### config.mk
export PLATFORM = sky130hd
export DESIGN_NAME = fda_sermul
export DESIGN_NICKNAME = d
export VERILOG_FILES = /design/src/fda_pkg.sv /design/src/fda_sermul.sv
export SDC_FILE = /design/constraint.sdc
export NUM_CORES = 1
export LEC_CHECK = 0
export ABC_AREA = 1
export BUFFER_PORTS_ARGS = -buffer_cell sky130_fd_sc_hd__buf_2
export CAP_MARGIN = 20
export CORE_ASPECT_RATIO = 0.7
export CORE_MARGIN = 2
export CORE_UTILIZATION = 53
export DETAILED_ROUTE_END_ITERATION = 6
export PLACE_DENSITY = 0.74
export SKIP_LAST_GASP = 1
export SLEW_MARGIN = 40
export SYNTH_ARGS = -nofsm -noshare
export SYNTH_HDL_FRONTEND = slang
export SYNTH_SLANG_ARGS = --single-unit
### constraint.sdc
create_clock -name clk -period 4.7 [get_ports clk]
set_input_delay 0.235 -clock clk [delete_from_list [all_inputs] [get_ports clk]]
set_output_delay 0.235 -clock clk [all_outputs]
set_load 0.005 [all_outputs]
### src/fda_pkg.sv
// ----------------------------------------------------------------------------
// fda_pkg
// Shared types, widths and helpers for the fractional delay allpass.
// ----------------------------------------------------------------------------
package fda_pkg;

  localparam int SAMPLE_W = 24;
  localparam int DINT_W   = 13;
  localparam int FRAC_W   = 16;
  localparam int GAIN_W   = 16;
  localparam int CFG_W    = 16;
  localparam int IDX_W    = 2;

  // ring size, power of two
  localparam int DEPTH  = 8192;
  localparam int ADDR_W = $clog2(DEPTH);

  localparam logic [IDX_W-1:0] REG_DELAY_INT  = IDX_W'(0);
  localparam logic [IDX_W-1:0] REG_DELAY_FRAC = IDX_W'(1);
  localparam logic [IDX_W-1:0] REG_GAIN       = IDX_W'(2);

  localparam logic [DINT_W-1:0] DINT_RESET = DINT_W'(1324);
  localparam logic [FRAC_W-1:0] FRAC_RESET = FRAC_W'(0);
  localparam logic [GAIN_W-1:0] GAIN_RESET = GAIN_W'(3277);

  // bit-serial multiplier: signed multiplicand, unsigned multiplier
  localparam int MCAND_W  = SAMPLE_W + 1;
  localparam int MPLIER_W = 16;
  localparam int HI_W     = MCAND_W + 1;
  localparam int PROD_W   = HI_W + MPLIER_W;
  localparam int CNT_W    = $clog2(MPLIER_W + 1);

  localparam int SHIFT_FRAC = 16;
  localparam int SHIFT_GAIN = 15;

  localparam int WIDE_W = SAMPLE_W + 4;

  typedef logic signed [SAMPLE_W-1:0] sample_t;
  typedef logic signed [WIDE_W-1:0]   wide_t;

  localparam wide_t WIDE_MAX = WIDE_W'(2 ** (SAMPLE_W - 1) - 1);
  localparam wide_t WIDE_MIN = -WIDE_W'(2 ** (SAMPLE_W - 1));

  function automatic sample_t sat_sample(input wide_t v);
    sample_t r;
    if (v > WIDE_MAX) begin
      r = sample_t'(WIDE_MAX);
    end else if (v < WIDE_MIN) begin
      r = sample_t'(WIDE_MIN);
    end else begin
      r = v[SAMPLE_W-1:0];
    end
    return r;
  endfunction

endpackage

### src/fda_sermul.sv
// ----------------------------------------------------------------------------
// fda_sermul
// Shift-add multiplier, one multiplier bit per cycle, exact signed product.
// ----------------------------------------------------------------------------
module fda_sermul
  import fda_pkg::*;
(
  input  logic                     clk,
  input  logic                     rst,
  input  logic                     start,
  input  logic signed [MCAND_W-1:0] mcand,
  input  logic [MPLIER_W-1:0]      mplier,
  output logic                     busy,
  output logic signed [PROD_W-1:0] product
);

  logic [CNT_W-1:0]          cnt;
  logic signed [MCAND_W-1:0] mc;
  logic signed [HI_W-1:0]    hi;
  logic [MPLIER_W-1:0]       lo;
  logic signed [HI_W:0]      sum;

  assign busy    = (cnt != '0);
  assign product = {hi, lo};
  assign sum     = {hi[HI_W-1], hi} + (lo[0] ? {{2{mc[MCAND_W-1]}}, mc} : '0);

  always_ff @(posedge clk) begin
    if (rst) begin
      cnt <= '0;
    end else if (start) begin
      cnt <= CNT_W'(MPLIER_W);
      mc  <= mcand;
      hi  <= '0;
      lo  <= mplier;
    end else if (busy) begin
      cnt <= cnt - CNT_W'(1);
      hi  <= sum[HI_W:1];
      lo  <= {sum[0], lo[MPLIER_W-1:1]};
    end
  end

endmodule

==> impl_metrics.tcl, run 1 <==
set metrics [dict create \
    clock_sinks 72 \
    cp.required_ns 4.88 \
    synth-edff-count 67 \
    critPathKind "reg2reg" \
    power_density_nw_per_um2 368.6 \
    fmax_ghz 0.3396 \
    synth_top_family_by_area "simple AND/OR/NAND/NOR gates" \
    ir_drop_uv 234.5 \
    cts_buffer_depth 2 \
    period_share_pct 62.65 \
    min_path_type "in2reg" \
    ctsResizeCount 0 \
    synth_top_area_share_pct 43.24 \
    drive_above_1_share_pct 15.26 \
    fin_util_pct 64.99 \
    antenna_left 0 \
    syn_inst 637 \
    synth-compound-area-share_pct 6.426 \
    antenna_found_initial 0 \
    synth.most_common_cell "nand2_1" \
    syn-cell-area_um2 4653 \
    drv_cap 0 \
    yosysWarnings 0 \
    cpPeakStageDelay_ns 0.64 \
    gp_routability_congestion 0.9950 \
    slew_headroom_pct 62.50 \
    worst_slack_ns 1.756 \
    synth_fa_ha_area_share_pct 7.959 \
    fin_setup_tns_ns 0 \
    tightest_slew_ns 0.5612 \
    synth_xor_area_share_pct 0.1882 \
    yosys-top-cells-area "edfxtp_1, nand2_1, inv_1" \
    grt_pass1_vias 4086 \
    cp-end-kind "flip-flop" \
    start_kind "flip-flop" \
    drtIter0Drc 350 \
    synth_top_cell_by_area "edfxtp_1" \
    placed_cell_area_um2 5245 \
    p_total_mw 2.031 \
    viasPerCell 4.950 \
    postCtsHoldBufs 0 \
    grt_first_pass_wirelength_mm 19.56 \
    synth-seq-area-share_pct 45.39 \
    dieArea_um2 9557 \
    worstPathCellList "buf_8 > nand2_1 > inv_1 > ha_1 > inv_1 > fa_1 > inv_1 > nand3_1 > nand3_1 > nand2_1 > nand2_1 > nand2_1 > nand2_1 > o21ai_0 > a21oi_1" \
    finalInstanceArea_um2 5510 \
    fin_crit_ns 2.944 \
    rsz0062_at_grt "no" \
    wl_per_cell_um 14.19 \
    final-setup-viol-count 0 \
    crit_slowest_cell "edfxtp_1" \
    die_w_um 116.0 \
    fin_nets 802 \
    initial_utilization_pct 54.88 \
    slew_viol_final 0 \
    min_to "mc[19]" \
    clockRootBuffer "clkbuf_16" \
    status "completed" \
    dp_slack_ns 1.843 \
    cpMostUsedCell "nand2_1" \
    synthArstFlopShare_pct 0 \
    htree_levels 3 \
    synth_commonest_cells "nand2_1, inv_1, nor2_1" \
    cts_setup_buffers 0 \
    r2r_start "lo[0]" \
    power.leakage_nw 2.980 \
    track_usage_pct 27.49 \
    cts_tree "yes" \
    diodes 0 \
    min-delay-start "mcand[19]" \
    synth_cell_types 24 \
    syn_area_per_cell_um2 7.305 \
    arrival_ns 3.13 \
    die_h_um 82.40 \
    area_growth_pct 18.42 \
    rrSetupSlack_ns 1.76 \
    synthSimpleGateAreaFrac_pct 29.42 \
    finalHoldViolCount 0 \
    synthMuxAreaShare_pct 0 \
    design.core.area_um2 8478 \
    cts-buffers-inserted 9 \
    skew_ns 0.008095 \
    grt_overflow 0 \
    wirelength_mm 12.12 \
    dpl.hpwl_mm 9.212 \
    insertion_delay_ns 0.34 \
    clk_transition_reported_paths_ns 0.06 \
    holdPathStages 1 \
    portBuffers 86 \
    drc 0 \
    synth.net_count 710 \
    path_max_fanout 15 \
    rr_endpoint "hi[13]" \
    synth-seq-cells 72 \
    vias 4227 \
    firstDrtPassIters 5 \
    grt_max_degree 39 \
    rows 28 \
    io_pins 87 \
    reg2reg_depth 15 \
    ys.flop_type "edfxtp_1" \
]
[per-layer routing]
layer | part of all wire, % | GRT usage (%)
met2 | 41 | 41.81
met4 | 1.4 | 7.738
met3 | 8.8 | 6.715
met1 | 49 | 39.34
met5 | 0 | 0
[cell usage in the layout (no fill, tap or decap), drive strengths merged]
cell type,instances
a211oi,1
a21o,2
a21oi,35
and2,3
buf,90
clkbuf,10
clkinv,3
clkinvlp,3
dfxtp,5
edfxtp,67
fa,1
ha,28
inv,121
nand2,249
nand3,23
nor2,71
nor3,3
o21a,4
o21ai,12
o21bai,1
or2,1
xnor2,1
[logic make-up after synthesis]
group                      count (synthesis)
DFF                                       72
xor gates and xnor gates                   1
adders and majority gates                 29
buffers and inverters                    130
and+or+nand+nor                          350
AOI/OAI and AO/OA                         55
[state kept, by name, summed over array words and instances (netlist names)]
| signal | flops |
|---|---|
| hi | 26 |
| cnt | 5 |
| mc | 25 |
| lo | 16 |
[layout make-up]
| class | instances | area [um2] |
|---|---|---|
| Multi-Input combinational cell | 435 | 2061 |
| Fill cell | 814 | 2968 |
| Tap cell | 120 | 150.1 |
| Clock inverter | 6 | 36.28 |
| Clock buffer | 10 | 229.0 |
| Inverter | 121 | 454.2 |
| Timing Repair Buffer | 90 | 467.9 |
| Sequential cell | 72 | 2112 |
[stage by stage]
| stage | cells | hold WS, ns |
|---|---|---|
| 6_report | 854 | 0.06909 |
| 5_1_grt | 854 | 0.06084 |
| 4_1_cts | 854 | 0.06217 |
| 3_5_place_dp | 838 | 0.4131 |
| 3_3_place_gp | 837 | 0.4114 |
| 2_1_floorplan | 637 | 0.3074 |
[worst max-delay path, delay by kind of cell, from the launching register on]
kind / cells / cell delay [ns]
simple gates: 7 / 0.77
compound gates: 2 / 0.32
fa+ha+maj: 2 / 0.60
flops: 1 / 0.64
buf+inv: 4 / 0.47
[power by group]
group / internal (mW) / leakage [nW] / switching [mW]
combinational: 0.198 / 2.17 / 0.380
sequential: 0.796 / 0.690 / 0.0405
clock: 0.353 / 0.122 / 0.264
[worst max-delay path by stage]
stage | slack (ns) | end | depth (start not counted) | start
5_1_grt | 1.50 | hi[23] | 16 | lo[0]
3_3_place_gp | 1.80 | hi[15] | 15 | lo[0]
4_1_cts | 1.81 | hi[13] | 15 | lo[0]
2_1_floorplan | 1.34 | hi[0] | 5 | cnt[0]
6_report | 1.76 | hi[13] | 15 | lo[0]
3_5_place_dp | 1.84 | hi[15] | 16 | lo[0]
Power figures use the tool's default switching activity.
==> run 2, diff against run 1 <==
ABC_AREA = 0   (was 1)
CORE_UTILIZATION = 50   (was 53)
clock period = 2.6 ns   (was 4.7 ns; I/O delays follow)
==> run 2 against run 1 <==
Effect of this change: the run now ends with negative setup slack left; sequential power up 87%; critical path depth down 5; clock-buffer cell count fell by 1; die area shrank 1.8%; maximum frequency up 8.4%; clock skew increased by 0.0040 ns; critical path type unchanged; design area grew 8.7%; total power rose by 120%; largest cell class is now multi-input gates; routed wire length down 10%.
==> impl_metrics.tcl, run 2 <==
set metrics [dict create \
    yosys-top-cells-area "edfxtp_1, ha_1, mux2_2" \
    multi_input_area_um2 2195 \
    largest_reg_flops 26 \
    dieArea_um2 9386 \
    htree_levels 3 \
    clk_transition_reported_paths_ns 0.06 \
    cts-buffers-inserted 9 \
    yosysWarnings 0 \
    biggestRegsByFlops "hi: 26 flops, mc: 25 flops, lo: 16 flops" \
    antenna_found_initial 0 \
    insertion_delay_ns 0.34 \
    finalInstanceArea_um2 5992 \
    die_h_um 81.66 \
    grt_first_pass_wirelength_mm 16.84 \
    wl_per_cell_um 16.23 \
    gp_routability_congestion 0.8825 \
    fmax_ghz 0.3681 \
    area_growth_pct 39.09 \
    diodes 0 \
    synth-seq-area-share_pct 49.03 \
    path_max_fanout 4 \
    cts_tree "yes" \
    worst_slack_ns -0.1169 \
    synth_top_cell_by_area "edfxtp_1" \
    synth_commonest_cells "edfxtp_1, nor2_1, nand2_1" \
    clockRootBuffer "clkbuf_16" \
    drv_cap 0 \
    drtIter0Drc 205 \
    slew_viol_final 0 \
    worstPathCellList "and2_1 > ha_2 > inv_2 > fa_2 > and2b_2 > o2111ai_4 > a211oi_4 > nor2_1 > a21oi_1 > mux2_1" \
    synth_top_area_share_pct 46.70 \
    antenna_left 0 \
    syn-cell-area_um2 4308 \
    viasPerCell 5.479 \
    path_buf_inv 1 \
    synth-edff-count 67 \
    ys.flop_type "edfxtp_1" \
    fin_nets 634 \
    synth.most_common_cell "edfxtp_1" \
    start_kind "flip-flop" \
    grt_overflow 0 \
    die_w_um 114.9 \
    final-setup-viol-count 12 \
    cp_top_family "compound AO/OA/AOI/OAI gates" \
    min_path_type "in2reg" \
    cp.required_ns 2.68 \
    syn_area_per_cell_um2 11.05 \
    syn_inst 390 \
    grt_max_degree 43 \
    power.leakage_nw 2.488 \
    placed_cell_area_um2 5281 \
    firstDrtPassIters 7 \
    dpl.hpwl_mm 7.505 \
    wirelength_mm 10.88 \
    nFillCells 609 \
    final_common_cell "buf_2" \
    crit_slowest_cell "edfxtp_1" \
    drive_above_1_share_pct 40.00 \
    initial_utilization_pct 51.24 \
    clock_sinks 72 \
    cts_buffer_depth 2 \
    tightest_slew_ns 0.6304 \
    dp_slack_ns -0.1124 \
    status "complete, but fails checks" \
    rsz0062_at_grt "yes" \
    cpPeakStageDelay_ns 0.44 \
    synth_cell_types 59 \
    ir_drop_uv 515.6 \
    power_density_nw_per_um2 743.2 \
    design.core.area_um2 8408 \
    finalHoldViolCount 0 \
    synth-seq-cells 72 \
    portBuffers 86 \
    slew_headroom_pct 57.78 \
    synthArstFlopShare_pct 0 \
    grt_pass1_vias 3533 \
    register_area_um2 2112 \
    io_pins 87 \
    violations "negative setup slack" \
    drc 0 \
    skew_ns 0.01214 \
    synth.net_count 463 \
    fin_crit_ns 2.717 \
    vias 3671 \
    cp-end-kind "flip-flop" \
    period_share_pct 104.5 \
    final_cell_mix "buf_2, edfxtp_1, buf_4" \
    track_usage_pct 23.48 \
    rows 28 \
    critPathKind "reg2reg" \
    arrival_ns 2.80 \
    top_register "hi" \
]
-- run 2: kinds of logic after synthesis --
kind of cell             share of synthesized area, %
AND/OR/NAND/NOR                                 16.90
AO/OA/AOI/OAI                                   13.10
flip-flops                                      49.03
adder cells (fa/ha/maj)                         8.597
buffers and inverters                           3.456
XOR/XNOR                                        3.863
multiplexers                                    5.054
-- run 2: path summary, 6_finish.rpt --
path | start | to | slack, ns | depth (start not counted)
min reg2reg | cnt[1] | cnt[1] | 0.53 | 2
max | lo[0] | hi[21] | -0.12 | 10
max reg2reg | lo[0] | hi[21] | -0.12 | 10
min | rst | cnt[0] | 0.08 | 2
-- run 2: per-stage QoR --
step	hold WS [ns]	power, mW	setup TNS [ns]	utilization, %	instances
after floorplan	0.2024	2.441	-0.2116	-	390
after detailed placement	0.3081	3.037	-0.3296	62.81	627
after global placement	0.3067	2.989	-0.009485	62.81	627
after global routing	0.08051	4.696	-2.409	71.26	670
final	0.08175	4.453	-0.6510	71.26	670
after CTS	0.07392	4.399	-0.01628	69.79	667
-- run 2: layout make-up --
class / count / area share (%)
clock buffers: 9 / 3.759
clock inverters: 6 / 1.420
inverters: 9 / 0.5638
multi-input cells: 291 / 36.63
flip-flops and latches: 72 / 35.25
well taps: 105 / 2.193
repair buffers: 178 / 20.19
-- run 2: power by group --
group          total [mW]  internal [mW]  switching [mW]
logic                1.59          0.773           0.820
registers            1.56           1.47          0.0854
clock network        1.30          0.830           0.471
-- run 2: layer usage --
layer | wire length [um] | vias to the layer above | part of all wire [%] | global-route usage [%]
li1 | - | 1790 | - | -
met4 | 140 | 0 | 1.3 | 9.759
met3 | 552 | 14 | 5.1 | 5.609
met2 | 5201 | 110 | 48 | 37.12
met1 | 4981 | 1757 | 46 | 31.33
met5 | 0 | - | 0 | 0
-- run 2: worst reg2reg max path: stages, from the launching register on --
cell and delay, ns:
edfxtp_1 0.44, and2_1 0.16, ha_2 0.20, inv_2 0.05, fa_2 0.32, and2b_2 0.25, o2111ai_4 0.17, a211oi_4 0.28
nor2_1 0.09, a21oi_1 0.15, mux2_1 0.35
-- run 2: what timing repair did --
item	4_1_cts	5_1_grt
buffers inserted	0	2
pin swaps	3	10
gates resized for setup	7	22
hold buffers	25	0
endpoints found under the setup margin	10	15
hold endpoints to repair	25	0
gates cloned	0	1
